File: config.mk
export PLATFORM = sky130hd
export DESIGN_NAME = fat_directory_block_manager
export DESIGN_NICKNAME = d
export VERILOG_FILES = /design/src/rtl/core/fdbm_pkg.sv /design/src/rtl/core/fat_directory_block_manager.sv /design/src/rtl/core/fdbm_datapath.sv /design/src/rtl/core/fdbm_ctrl.sv
export SDC_FILE = /design/constraint.sdc
export NUM_CORES = 2
export LEC_CHECK = 0
export ABC_AREA = 1
export BUFFER_PORTS_ARGS = -buffer_cell sky130_fd_sc_hd__buf_4
export CORE_AREA = 2 2 456 458
export CTS_BUF_LIST = sky130_fd_sc_hd__clkbuf_2 sky130_fd_sc_hd__clkbuf_4 sky130_fd_sc_hd__clkbuf_8
export CTS_CLUSTER_DIAMETER = 60
export DETAILED_ROUTE_END_ITERATION = 10
export DIE_AREA = 0 0 458 460
export PLACE_DENSITY = 0.82
export SETUP_SLACK_MARGIN = 0.02
export SLEW_MARGIN = 20
export SYNTH_ARGS = -nofsm -noshare
export SYNTH_HDL_FRONTEND = slang
export SYNTH_HIERARCHICAL = 1
export SYNTH_SLANG_ARGS = --single-unit
File: constraint.sdc
create_clock -name clk -period 15.9 [get_ports clk]
set_input_delay 1.59 -clock clk [delete_from_list [all_inputs] [get_ports clk]]
set_output_delay 1.59 -clock clk [all_outputs]
set_load 0.1 [all_outputs]
File: src/rtl/core/fdbm_pkg.sv
// Shared types and codes for the FAT directory block manager.
// No dependencies; used by controller, datapath, top level and checker.
package fdbm_pkg;

  localparam logic [2:0] FN_CREATE = 3'd0;
  localparam logic [2:0] FN_REMOVE = 3'd1;
  localparam logic [2:0] FN_FIRST  = 3'd2;
  localparam logic [2:0] FN_APPEND = 3'd3;
  localparam logic [2:0] FN_DELETE = 3'd4;
  localparam logic [2:0] FN_CHECK  = 3'd5;

  localparam logic [2:0] ST_OK        = 3'd0;
  localparam logic [2:0] ST_EXISTS    = 3'd1;
  localparam logic [2:0] ST_ROOT_FULL = 3'd2;
  localparam logic [2:0] ST_NO_FILE   = 3'd3;
  localparam logic [2:0] ST_NOT_EMPTY = 3'd4;
  localparam logic [2:0] ST_NOT_OWNED = 3'd5;
  localparam logic [2:0] ST_DISK_FULL = 3'd6;

  typedef enum logic [1:0] {RD_HEAD, RD_CUR, RD_BN} rd_sel_t;
  typedef enum logic [2:0] {WA_CLR, WA_ALLOC, WA_CUR, WA_PREV, WA_BN} wa_sel_t;
  typedef enum logic [2:0] {WD_INIT, WD_ZERO, WD_ALLOC, WD_LINK, WD_HEAD} wd_sel_t;
  typedef enum logic [1:0] {BLK_ZERO, BLK_FB, BLK_ALLOC, BLK_LINK} blk_sel_t;

  typedef struct packed {
    logic       clr_step;
    logic       latch;
    logic       scan_rd;
    logic       scan_cmp;
    logic       rd_en;
    rd_sel_t    rd_sel;
    logic       wr_en;
    wa_sel_t    wa_sel;
    wd_sel_t    wd_sel;
    logic       cur_fb;
    logic       cur_link;
    logic       cnt_clr;
    logic       prev_cur;
    logic       alloc_take;
    logic       head_link;
    logic       head_bn;
    logic       dir_create;
    logic       dir_remove;
    logic       fb_alloc;
    logic       fb_link;
    logic       done;
    logic [2:0] status;
    blk_sel_t   blk_sel;
  } dp_cmd_t;

  typedef struct packed {
    logic       clr_last;
    logic       match;
    logic       scan_last;
    logic       hit;
    logic       free_found;
    logic       fb_zero;
    logic       fb_eq_bn;
    logic       bn_ok;
    logic       bn_zero;
    logic       head_ok;
    logic       link_zero;
    logic       link_eq_bn;
    logic       cnt_max;
    logic [2:0] func;
  } dp_sts_t;

endpackage

File: src/rtl/core/fat_directory_block_manager.sv
// Top level of the FAT directory block manager.
// Depends on fdbm_pkg, fdbm_ctrl and fdbm_datapath.
//
// A command is taken when start is high and busy is low; its single result
// (status, block number) shows on out_status / out_block_out for exactly one
// cycle with out_valid high, the cycle busy falls, and must be captured then.
// One command at a time: the directory scan reads and compares one root entry
// after another up to the matching one (all ROOT_ENTRIES on a miss or a
// successful create), then dispatch, any chain walk one link at a time
// through the single-port link table, and the update follow. After reset,
// busy stays high while the link table is swept to its free-chain state.
module fat_directory_block_manager #(
  parameter int NUM_BLOCKS   = 256,
  parameter int ROOT_ENTRIES = 16,
  parameter int BLOCK_SIZE   = 128
) (
  input  logic        clk,
  input  logic        rst_n,
  input  logic        start,
  output logic        busy,
  input  logic [2:0]  in_func,
  input  logic [47:0] in_file_name,
  input  logic [7:0]  in_block_num,
  output logic        out_valid,
  output logic [2:0]  out_status,
  output logic [7:0]  out_block_out
);
  import fdbm_pkg::*;

  dp_cmd_t cmd;
  dp_sts_t sts;

  fdbm_ctrl u_ctrl (
    .clk   (clk),
    .rst_n (rst_n),
    .start (start),
    .sts   (sts),
    .cmd   (cmd),
    .busy  (busy)
  );

  fdbm_datapath #(
    .NUM_BLOCKS   (NUM_BLOCKS),
    .ROOT_ENTRIES (ROOT_ENTRIES),
    .BLOCK_SIZE   (BLOCK_SIZE)
  ) u_dp (
    .clk           (clk),
    .rst_n         (rst_n),
    .in_func       (in_func),
    .in_file_name  (in_file_name),
    .in_block_num  (in_block_num),
    .cmd           (cmd),
    .sts           (sts),
    .out_valid     (out_valid),
    .out_status    (out_status),
    .out_block_out (out_block_out)
  );

endmodule

File: src/rtl/core/fdbm_datapath.sv
// Datapath: directory memories, valid bits, link table memory, free head, walk registers.
// Depends on fdbm_pkg; driven by fdbm_ctrl.
module fdbm_datapath #(
  parameter int NUM_BLOCKS   = 256,
  parameter int ROOT_ENTRIES = 16,
  parameter int BLOCK_SIZE   = 128
) (
  input  logic             clk,
  input  logic             rst_n,
  input  logic [2:0]       in_func,
  input  logic [47:0]      in_file_name,
  input  logic [7:0]       in_block_num,
  input  fdbm_pkg::dp_cmd_t cmd,
  output fdbm_pkg::dp_sts_t sts,
  output logic             out_valid,
  output logic [2:0]       out_status,
  output logic [7:0]       out_block_out
);
  import fdbm_pkg::*;

  localparam int BW = $clog2(NUM_BLOCKS);
  localparam int IW = $clog2(ROOT_ENTRIES);
  localparam int FIRST_FREE = (NUM_BLOCKS * 6) / BLOCK_SIZE + 3;

  logic [47:0]   name_mem [ROOT_ENTRIES];
  logic [BW-1:0] fb_mem   [ROOT_ENTRIES];
  logic [BW-1:0] link_mem [NUM_BLOCKS];
  logic [ROOT_ENTRIES-1:0] valid_r;

  logic [2:0]    func_r;
  logic [47:0]   name_r;
  logic [7:0]    bn_r;
  logic [IW-1:0] idx_r, hit_idx_r, free_idx_r;
  logic          hit_r, free_found_r;
  logic [47:0]   name_rd_r;
  logic [BW-1:0] fb_rd_r, fb_r, cur_r, prev_r, alloc_r, head_r, link_rd_r, clr_r, cnt_r;
  logic          out_valid_r;
  logic [2:0]    out_status_r;
  logic [7:0]    out_blk_r;

  logic [BW-1:0] bn_b, init_val, ra, wa, wd, blk_val;
  logic          match;

  assign bn_b  = BW'(bn_r);
  assign match = valid_r[idx_r] && (name_rd_r == name_r);
  assign init_val = ((32'(clr_r) >= FIRST_FREE) && (32'(clr_r) + 1 < NUM_BLOCKS)) ?
                    clr_r + 1'b1 : '0;

  always_comb begin
    case (cmd.rd_sel)
      RD_HEAD: ra = head_r;
      RD_CUR:  ra = cur_r;
      RD_BN:   ra = bn_b;
      default: ra = cur_r;
    endcase
    case (cmd.wa_sel)
      WA_CLR:   wa = clr_r;
      WA_ALLOC: wa = alloc_r;
      WA_CUR:   wa = cur_r;
      WA_PREV:  wa = prev_r;
      WA_BN:    wa = bn_b;
      default:  wa = cur_r;
    endcase
    case (cmd.wd_sel)
      WD_INIT:  wd = init_val;
      WD_ZERO:  wd = '0;
      WD_ALLOC: wd = alloc_r;
      WD_LINK:  wd = link_rd_r;
      WD_HEAD:  wd = head_r;
      default:  wd = '0;
    endcase
    case (cmd.blk_sel)
      BLK_ZERO:  blk_val = '0;
      BLK_FB:    blk_val = fb_r;
      BLK_ALLOC: blk_val = alloc_r;
      BLK_LINK:  blk_val = link_rd_r;
      default:   blk_val = '0;
    endcase
  end

  always_ff @(posedge clk) begin
    if (cmd.wr_en) begin
      link_mem[wa] <= wd;
    end
    if (cmd.rd_en) begin
      link_rd_r <= link_mem[ra];
    end
  end

  always_ff @(posedge clk) begin
    if (cmd.dir_create) begin
      name_mem[free_idx_r] <= name_r;
      fb_mem[free_idx_r]   <= '0;
    end else if (cmd.fb_alloc) begin
      fb_mem[hit_idx_r] <= alloc_r;
    end else if (cmd.fb_link) begin
      fb_mem[hit_idx_r] <= link_rd_r;
    end
    if (cmd.scan_rd) begin
      name_rd_r <= name_mem[idx_r];
      fb_rd_r   <= fb_mem[idx_r];
    end
  end

  always_ff @(posedge clk) begin
    if (!rst_n) begin
      valid_r     <= '0;
      head_r      <= BW'(FIRST_FREE);
      clr_r       <= '0;
      out_valid_r <= 1'b0;
    end else begin
      if (cmd.clr_step) clr_r <= clr_r + 1'b1;
      if (cmd.dir_create) valid_r[free_idx_r] <= 1'b1;
      if (cmd.dir_remove) valid_r[hit_idx_r] <= 1'b0;
      if (cmd.head_link) head_r <= link_rd_r;
      else if (cmd.head_bn) head_r <= bn_b;
      out_valid_r <= cmd.done;
    end
  end

  always_ff @(posedge clk) begin
    if (cmd.latch) begin
      func_r       <= in_func;
      name_r       <= in_file_name;
      bn_r         <= in_block_num;
      idx_r        <= '0;
      hit_r        <= 1'b0;
      free_found_r <= 1'b0;
    end else if (cmd.scan_cmp) begin
      idx_r <= idx_r + 1'b1;
      if (match) begin
        hit_r     <= 1'b1;
        hit_idx_r <= idx_r;
        fb_r      <= fb_rd_r;
      end
      if (!valid_r[idx_r] && !free_found_r) begin
        free_found_r <= 1'b1;
        free_idx_r   <= idx_r;
      end
    end
    if (cmd.cur_fb) cur_r <= fb_r;
    else if (cmd.cur_link) cur_r <= link_rd_r;
    if (cmd.cnt_clr) cnt_r <= '0;
    else if (cmd.cur_link) cnt_r <= cnt_r + 1'b1;
    if (cmd.prev_cur) prev_r <= cur_r;
    if (cmd.alloc_take) alloc_r <= head_r;
    if (cmd.done) begin
      out_status_r <= cmd.status;
      out_blk_r    <= 8'(blk_val);
    end
  end

  always_comb begin
    sts.clr_last   = (clr_r == BW'(NUM_BLOCKS - 1));
    sts.match      = match;
    sts.scan_last  = (idx_r == IW'(ROOT_ENTRIES - 1));
    sts.hit        = hit_r;
    sts.free_found = free_found_r;
    sts.fb_zero    = (fb_r == '0);
    sts.fb_eq_bn   = (fb_r == bn_b);
    sts.bn_ok      = (32'(bn_r) < NUM_BLOCKS);
    sts.bn_zero    = (bn_r == 8'd0);
    sts.head_ok    = (head_r != '0) && (32'(head_r) < NUM_BLOCKS);
    sts.link_zero  = (link_rd_r == '0);
    sts.link_eq_bn = (link_rd_r == bn_b);
    sts.cnt_max    = (cnt_r == BW'(NUM_BLOCKS - 1));
    sts.func       = func_r;
  end

  assign out_valid     = out_valid_r;
  assign out_status    = out_status_r;
  assign out_block_out = out_blk_r;

endmodule

File: src/rtl/core/fdbm_ctrl.sv
// Controller state machine: init sweep, directory scan, command dispatch, chain walks.
// Depends on fdbm_pkg; drives fdbm_datapath.
module fdbm_ctrl (
  input  logic              clk,
  input  logic              rst_n,
  input  logic              start,
  input  fdbm_pkg::dp_sts_t sts,
  output fdbm_pkg::dp_cmd_t cmd,
  output logic              busy
);
  import fdbm_pkg::*;

  typedef enum logic [3:0] {
    S_CLR, S_IDLE, S_SRD, S_SCMP, S_DISP, S_A1, S_AR, S_AW,
    S_WRD, S_WCMP, S_OWNED, S_D2
  } state_t;

  state_t state_r, state_nxt;
  logic   busy_r;

  always_comb begin
    state_nxt = state_r;
    cmd       = '0;
    case (state_r)
      S_CLR: begin
        cmd.clr_step = 1'b1;
        cmd.wr_en    = 1'b1;
        cmd.wa_sel   = WA_CLR;
        cmd.wd_sel   = WD_INIT;
        if (sts.clr_last) state_nxt = S_IDLE;
      end
      S_IDLE: begin
        if (start) begin
          cmd.latch = 1'b1;
          state_nxt = S_SRD;
        end
      end
      S_SRD: begin
        cmd.scan_rd = 1'b1;
        state_nxt   = S_SCMP;
      end
      S_SCMP: begin
        cmd.scan_cmp = 1'b1;
        state_nxt    = (sts.match || sts.scan_last) ? S_DISP : S_SRD;
      end
      S_DISP: begin
        state_nxt = S_IDLE;
        cmd.done  = 1'b1;
        cmd.status = ST_OK;
        case (sts.func)
          FN_CREATE: begin
            if (sts.hit) cmd.status = ST_EXISTS;
            else if (!sts.free_found) cmd.status = ST_ROOT_FULL;
            else cmd.dir_create = 1'b1;
          end
          FN_REMOVE: begin
            if (!sts.hit) cmd.status = ST_NO_FILE;
            else if (!sts.fb_zero) cmd.status = ST_NOT_EMPTY;
            else cmd.dir_remove = 1'b1;
          end
          FN_FIRST: begin
            if (!sts.hit) cmd.status = ST_NO_FILE;
            else cmd.blk_sel = BLK_FB;
          end
          FN_APPEND: begin
            if (!sts.hit) cmd.status = ST_NO_FILE;
            else if (!sts.head_ok) cmd.status = ST_DISK_FULL;
            else begin
              cmd.done       = 1'b0;
              cmd.alloc_take = 1'b1;
              cmd.rd_en      = 1'b1;
              cmd.rd_sel     = RD_HEAD;
              state_nxt      = S_A1;
            end
          end
          FN_DELETE, FN_CHECK: begin
            if (!sts.hit) cmd.status = ST_NO_FILE;
            else if (sts.fb_zero || sts.bn_zero || !sts.bn_ok) cmd.status = ST_NOT_OWNED;
            else if (sts.fb_eq_bn) begin
              cmd.done   = 1'b0;
              cmd.rd_en  = 1'b1;
              cmd.rd_sel = RD_BN;
              state_nxt  = S_OWNED;
            end else begin
              cmd.done    = 1'b0;
              cmd.cur_fb  = 1'b1;
              cmd.cnt_clr = 1'b1;
              state_nxt   = S_WRD;
            end
          end
          default: ;
        endcase
      end
      S_A1: begin
        cmd.head_link = 1'b1;
        cmd.wr_en     = 1'b1;
        cmd.wa_sel    = WA_ALLOC;
        cmd.wd_sel    = WD_ZERO;
        if (sts.fb_zero) begin
          cmd.fb_alloc = 1'b1;
          cmd.done     = 1'b1;
          cmd.status   = ST_OK;
          cmd.blk_sel  = BLK_ALLOC;
          state_nxt    = S_IDLE;
        end else begin
          cmd.cur_fb  = 1'b1;
          cmd.cnt_clr = 1'b1;
          state_nxt   = S_AR;
        end
      end
      S_AR: begin
        cmd.rd_en  = 1'b1;
        cmd.rd_sel = RD_CUR;
        state_nxt  = S_AW;
      end
      S_AW: begin
        if (sts.link_zero || sts.cnt_max) begin
          cmd.wr_en   = 1'b1;
          cmd.wa_sel  = WA_CUR;
          cmd.wd_sel  = WD_ALLOC;
          cmd.done    = 1'b1;
          cmd.status  = ST_OK;
          cmd.blk_sel = BLK_ALLOC;
          state_nxt   = S_IDLE;
        end else begin
          cmd.cur_link = 1'b1;
          state_nxt    = S_AR;
        end
      end
      S_WRD: begin
        cmd.rd_en  = 1'b1;
        cmd.rd_sel = RD_CUR;
        state_nxt  = S_WCMP;
      end
      S_WCMP: begin
        if (sts.link_zero || (sts.cnt_max && !sts.link_eq_bn)) begin
          cmd.done   = 1'b1;
          cmd.status = ST_NOT_OWNED;
          state_nxt  = S_IDLE;
        end else if (sts.link_eq_bn) begin
          cmd.prev_cur = 1'b1;
          cmd.rd_en    = 1'b1;
          cmd.rd_sel   = RD_BN;
          state_nxt    = S_OWNED;
        end else begin
          cmd.cur_link = 1'b1;
          state_nxt    = S_WRD;
        end
      end
      S_OWNED: begin
        if (sts.func == FN_CHECK) begin
          cmd.done    = 1'b1;
          cmd.status  = ST_OK;
          cmd.blk_sel = BLK_LINK;
          state_nxt   = S_IDLE;
        end else begin
          if (sts.fb_eq_bn) cmd.fb_link = 1'b1;
          else begin
            cmd.wr_en  = 1'b1;
            cmd.wa_sel = WA_PREV;
            cmd.wd_sel = WD_LINK;
          end
          state_nxt = S_D2;
        end
      end
      S_D2: begin
        cmd.wr_en   = 1'b1;
        cmd.wa_sel  = WA_BN;
        cmd.wd_sel  = WD_HEAD;
        cmd.head_bn = 1'b1;
        cmd.done    = 1'b1;
        cmd.status  = ST_OK;
        state_nxt   = S_IDLE;
      end
      default: state_nxt = S_IDLE;
    endcase
  end

  always_ff @(posedge clk) begin
    if (!rst_n) begin
      state_r <= S_CLR;
      busy_r  <= 1'b1;
    end else begin
      state_r <= state_nxt;
      busy_r  <= (state_nxt != S_IDLE);
    end
  end

  assign busy = busy_r;

endmodule

---- Word-level counts from Yosys, hierarchy flattened ----
Memory sizes are Yosys's and may differ from the RTL's. A register that Yosys moved wholly into a read port is not among the register bits.
Index checks and enable logic that the tools add are counted.
storage, ports and cells
  input port bits ......................... 62
  register bits after elaboration ......... 162
  memories ................................ 3
  logic and storage cells ................. 224
  output and inout port bits .............. 13
  RAM bits ................................ 2,944
memory list
  memory         words  width  rd ports  clocked after memory_dff  write ports  line                 text
  u_dp.link_mem  256    8      1         1                         1            fdbm_datapath.sv:27  logic [BW-1:0] link_mem [NUM_BLOCKS];
  u_dp.name_mem  16     48     1         1                         1            fdbm_datapath.sv:25  logic [47:0] name_mem [ROOT_ENTRIES];
  u_dp.fb_mem    16     8      1         1                         1            fdbm_datapath.sv:26  logic [BW-1:0] fb_mem [ROOT_ENTRIES];
operators by class
  magnitude comparators ................... 7
  eq/ne operators ......................... 33
  reduce and logical (&&, ||, !) cells .... 32
  multiplexer cells ....................... 119
  bitwise logic cells ..................... 5
  add/subtract/negate cells ............... 4
operator list
  cell                                                         number
  case mux 8 bit (4 select lines)                              3
  two-way mux 8 bit                                            7
  two-way mux 3 bit                                            18
  two-way mux 1 bit                                            52
  equality test 48 bit                                         1
  two-way mux 16 bit                                           3
  case mux 4 bit (11 select lines)                             1
  two-way mux 4 bit                                            9
  case mux 7 bit (5 select lines)                              1
  less-than comparator 32 x 9 -> 1 bit, second input constant  1
  logical NOT 8 bit                                            3
  case mux 4 bit (6 select lines)                              1
  two-way mux 7 bit                                            3
  equality test 4 bit, second input constant                   5
  two-way mux 6 bit                                            3
  adder 8 x 1 -> 8 bit, second input constant                  2
  bitwise AND 16 bit                                           1
  equality test 4 x 3 -> 1 bit, second input constant          4
  equality test 8 bit                                          2
  equality test 8 bit, second input constant                   2
  NOT 16 bit                                                   1
  bitwise OR 16 bit                                            1
  case mux 8 bit (2 select lines)                              1
  equality test 3 x 2 -> 1 bit, second input constant          5
  35 further kinds                                             70

---- Logic depth before layout (Yosys ltp) ----
  depth after elaboration ................. 11
  depth in mapped cells ................... 25
  gate-level depth less buffers ........... 22

---- Modules after synthesis ----
The synthesis kept the hierarchy.
by module, submodules not included
  module         area an instance (µm²)  times used  cells an instance  seq. area each (µm²)
  fdbm_datapath  134,398.9               1           11,686             94,570.7
  fdbm_ctrl      858.3                   1           167                100.1

---- Worst setup path before layout ----
Ideal clock, no wire load.
  path kind ............................... reg2reg
  start point ............................. register u_dp.bn_r[0], in the netlist u_dp/bn_b[0]
  end point ............................... memory u_dp/link_mem[0][5] (netlist bit), data pin
  required time ........................... 13,710 ps
  arrival ................................. 11,821 ps
  stages on the path, launching flop included .. 14
  path slack .............................. 1,889 ps
  setup time .............................. 2,190 ps
  path buffers ............................ 0
  period minus slack after synthesis ...... 14,011 ps
  path through ............................ edfxtp_1 inv_1 nand2_1 a21oi_1 nand3_1 nor4_1 nor2_1 a21oi_1 inv_1 nor2_1 nand2_1 inv_1 o221ai_1 o21ai_0
RTL lines
  what                    line                  text
  from (decl)             fdbm_datapath.sv:32   logic [7:0] bn_r;
  from (signal assigned)  fdbm_datapath.sv:125  bn_r <= in_block_num;
  to (decl)               fdbm_datapath.sv:27

==> metrics.md <==
| Metric | Value |
|---|---|
| CTS tree | yes |
| Switching pwr | 0.003424 W |
| DR vias | around 95000 |
| Commonest non-fill, non-tap cell in the layout | edfxtp_1 |
| Total GRT Usage | ~34% |
| Reg2Reg Depth | 23 |
| Worst path arrival time | 9.43 ns |
| Most frequent cells in the layout | edfxtp_1 (3118), nand2_1 (1717), inv_1 (1703) |
| Share of layout cells above drive strength 1 | roughly 8.3% |
| Hold Path End | u_dp/fb_r[5] |
| Worst Path Max Fanout | ~150 |
| Clock share of power | around two fifths |
| Buffers on Ports | 74 |
| Synth Cell Area | ~0.14 sq mm |
| Synth Flop Type | edfxtp_1 |
| Post-route ant nets | 0 |
| Iteration-0 DRC Markers | 15560 |
| Syn_area_per_cell | roughly 11 sq um |
| Post-CTS Hold Buffers | 0 |
| Clk buf depth | 4 |
| Setup tns final | 0 ns |
| Ys async rst share | 0% |
| Clock sinks | around 3200 |
| Die Width | approximately 460 microns |
| Fin Clk Skew | 0.09663 ns |
| RSZ-0062 raised after global routing | false |
| Clock transition at path regs | 0.06 ns |
| Max H-tree Level | 5 |
| Grt ovf | 0 |
| Antenna violations before repair | 12 |
| Synth top area share | 69.22% |
| Root Buffer Master | clkbuf_8 |
| Starting Density | roughly two thirds |
| Largest net degree at the start of global routing | between 200 and 250 |
| Syn Nets | about 12000 |
| Hold/Removal Path Class | reg -> reg |
| Final setup viols | 0 |
| Drt drc | 0 |
| FMAX | roughly 120 MHz |
| Core Area | ~0.2 sq mm |
| Leading post-synthesis cells by cell area | edfxtp_1 (69%), nand3_1 (6.1%), nand2_1 (4.8%), inv_1 (4.7%), nor2_1 (2.5%) |
| Pwr per Cell Area | 109.1 mW/mm^2 |
| Fin crit period | 8.454 ns |
| Worst slack, placed | 7.864 ns |
| Switching share of power | a little over a fifth |
| Number of global-route vias before repair | between 90000 and 100k |
| Reg power frac | ~57% |
| Row count | 167 |
| Routability cong. | about 0.94 |
| Outcome | finished, final reports clean |
| Flop and latch count out of synthesis | around 3200 |
| VDD IR max | ~0.1 mV |
| Setup ws final | about 7.4 ns |
| Slew of the pin with the lowest slew margin | 1.256 ns |
| Setup Buffers After CTS | 0 |
| Slew margin rel. | 15.96% |
| CP Capture Type | flop |
| Area leader, netlist | edfxtp_1 |
| Worst skew pair latency | approximately 1.1 ns |
| Yosys warnings | 6 |
| Post-Route Utilization | about 70% |
| Top Ports | 75 |
| Worst r2r src | u_dp/fb_r[7] |
| Final worst path period share | 53.17% |
| Slack of the worst reg-to-reg path | 7.45 ns |
| Worst r2r dst | u_dp/link_rd_r[3] |
| First-pass GRT wire length | between 500 and 600 mm |
| Vias per cell | 6.405 |
| Worst endpoint required time | approximately 17 ns |
| Max-cap violations | 0 |
| CTS buffer count | between 400 and 500 |
| Internal Pwr Total | around 0.013 W |
| Fill cells | roughly 14000 |
| Comb power frac | under 10% |
| Total Wirelength | approximately 370 mm |
| Hold Path Origin | u_dp/fb_rd_r[5] |
| Pre-antenna DRT Iters | 10 |
| Wire per inst | 24.72 microns |
| Setup Crit Path Kind | reg -> reg |
| Synth Instances | between 10000 and 15000 |
| Leak | around 54 nW |
| Post-DP HPWL | 199.7 mm |
| Hold Path Depth | 0 |
| Final Hold Fails | 0 |
| Worst setup SP type | flop |
| Post-synthesis cell type count | 51 |
| Die height | roughly 460 microns |
| Post-cts resize count | 0 |
| Storage cell area | about 0.095 sq mm |
| EDFF count, synth | just over 3000 |
| Sequential share of the synthesized area | 69.99% |
| Nets@finish | around 12000 |
| Fin. max-slew vios | 0 |
| Area Growth Syn to Fin | 7.957% |
| Die area | about 0.21 sq mm |
| Area of the multi-input gates | between 0.03 and 0.04 sq mm |
## synthesized netlist by cell type (69+ instances only)
cell type,n
mux2i_1,94
o221ai_1,112
buf_1,69
o21ai_0,646
o32ai_1,134
clkbuf_1,479
edfxtp_1,3118
nand2_1,1732
o211ai_1,136
nor2_1,889
nand3_1,1654
nand4_1,525
inv_1,1711
buf_2,159
## flip-flops by register name, indices dropped and copies added (netlist names), 16 cells and up
name,flops
u_dp/name_r,48
u_dp/fb_mem,128
u_dp/valid_r,16
u_dp/link_mem,2048
u_dp/name_mem,768
u_dp/name_rd_r,48
## power groups by stage
stage | Sequential (W) | Combinational [W] | Clock (W)
after floorplan | 0.00925 | 0.000388 | 0
after global placement | 0.00926 | 0.000515 | 0
after detailed placement | 0.00927 | 0.000536 | 0
after CTS | 0.00909 | 0.000541 | 0.00633
after global routing | 0.00909 | 0.000595 | 0.00664
final | 0.00909 | 0.000555 | 0.00629
## final cells by class
class / count / area share, %
clock inverters: 181 / 0.6084
multi-input cells: 6176 / 21.20
flip-flops and latches: 3170 / 64.84
repair buffers: 198 / 1.152
diodes: 8 / 0.01371
well taps: 2704 / 2.317
clock buffers: 642 / 5.421
inverters: 1721 / 4.444
## stage by stage
step                area (sq um)  total power (W)  hold WS [ns]  instances
floorplan                 135300         0.009634        0.4003      11850
global placement          137100         0.009779        0.4193      13970
detailed placement        137200         0.009801        0.4122      13970
CTS                       146000          0.01596        0.4323      14790
global route              146000          0.01633        0.4389      14790
finish                    146000          0.01593        0.4399      14800
## kinds of logic after synthesis
logic type | after synthesis | share of synthesized area (%)
AND/OR/NAND/NOR | 4867 | 16.15
buffers and inverters | 2507 | 7.399
flip-flops | 3170 | 69.99
XOR/XNOR | 61 | 0.3950
AO/OA/AOI/OAI | 1150 | 5.340
other | 1 | 0.002772
adder cells (fa/ha/maj) | 3 | 0.02775
multiplexers | 94 | 0.6956
## how the worst max path moves through the flow
stage | cells after the start | start | slack, ns | end
after detailed placement | 23 | u_dp/fb_r[7] | 7.86 | u_dp/link_rd_r[3]
final | 23 | u_dp/fb_r[7] | 7.45 | u_dp/link_rd_r[3]
after CTS | 23 | u_dp/fb_r[7] | 7.89 | u_dp/link_rd_r[3]
after floorplan | 13 | u_dp/bn_b[0] | 1.89 | u_dp/link_mem[0][5]
after global placement | 23 | u_dp/fb_r[7] | 8.10 | u_dp/link_rd_r[3]
after global routing | 23 | u_dp/bn_b[0] | 7.13 | u_dp/link_rd_r[2]
## layer usage
layer  wire length [microns]  vias to the layer above  track usage, %
met2                  163700                     7206           50.74
met3                   51450                     1147           9.147
li1                        -                    41210               -
met4                   17370                        8           15.93
met5                      49                        -               0
met1                  133300                    45230           47.31
## worst max-delay path: stages (launching register included)
cell and delay [ns]:
edfxtp_1 0.45, or4_1 0.56, nor4_1 0.58, nor2_1 0.11, nand2_1 0.14, nor2_2 0.07
nand3_4 0.09, o21ai_2 0.11, inv_1 0.12, nor2_4 0.08, nand2_1 0.15, nand3_4 0.59
inv_8 0.97, buf_4 0.91, buf_4 0.93, buf_4 0.75, nand2_1 0.13, nand3_1 0.10
nand3_1 0.12, nand3_1 0.12, nand3_1 0.20, nand3_1 0.28, nand3_1 0.20, nand2_1 0.11
No activity file was read; power rests on OpenSTA's default activity.
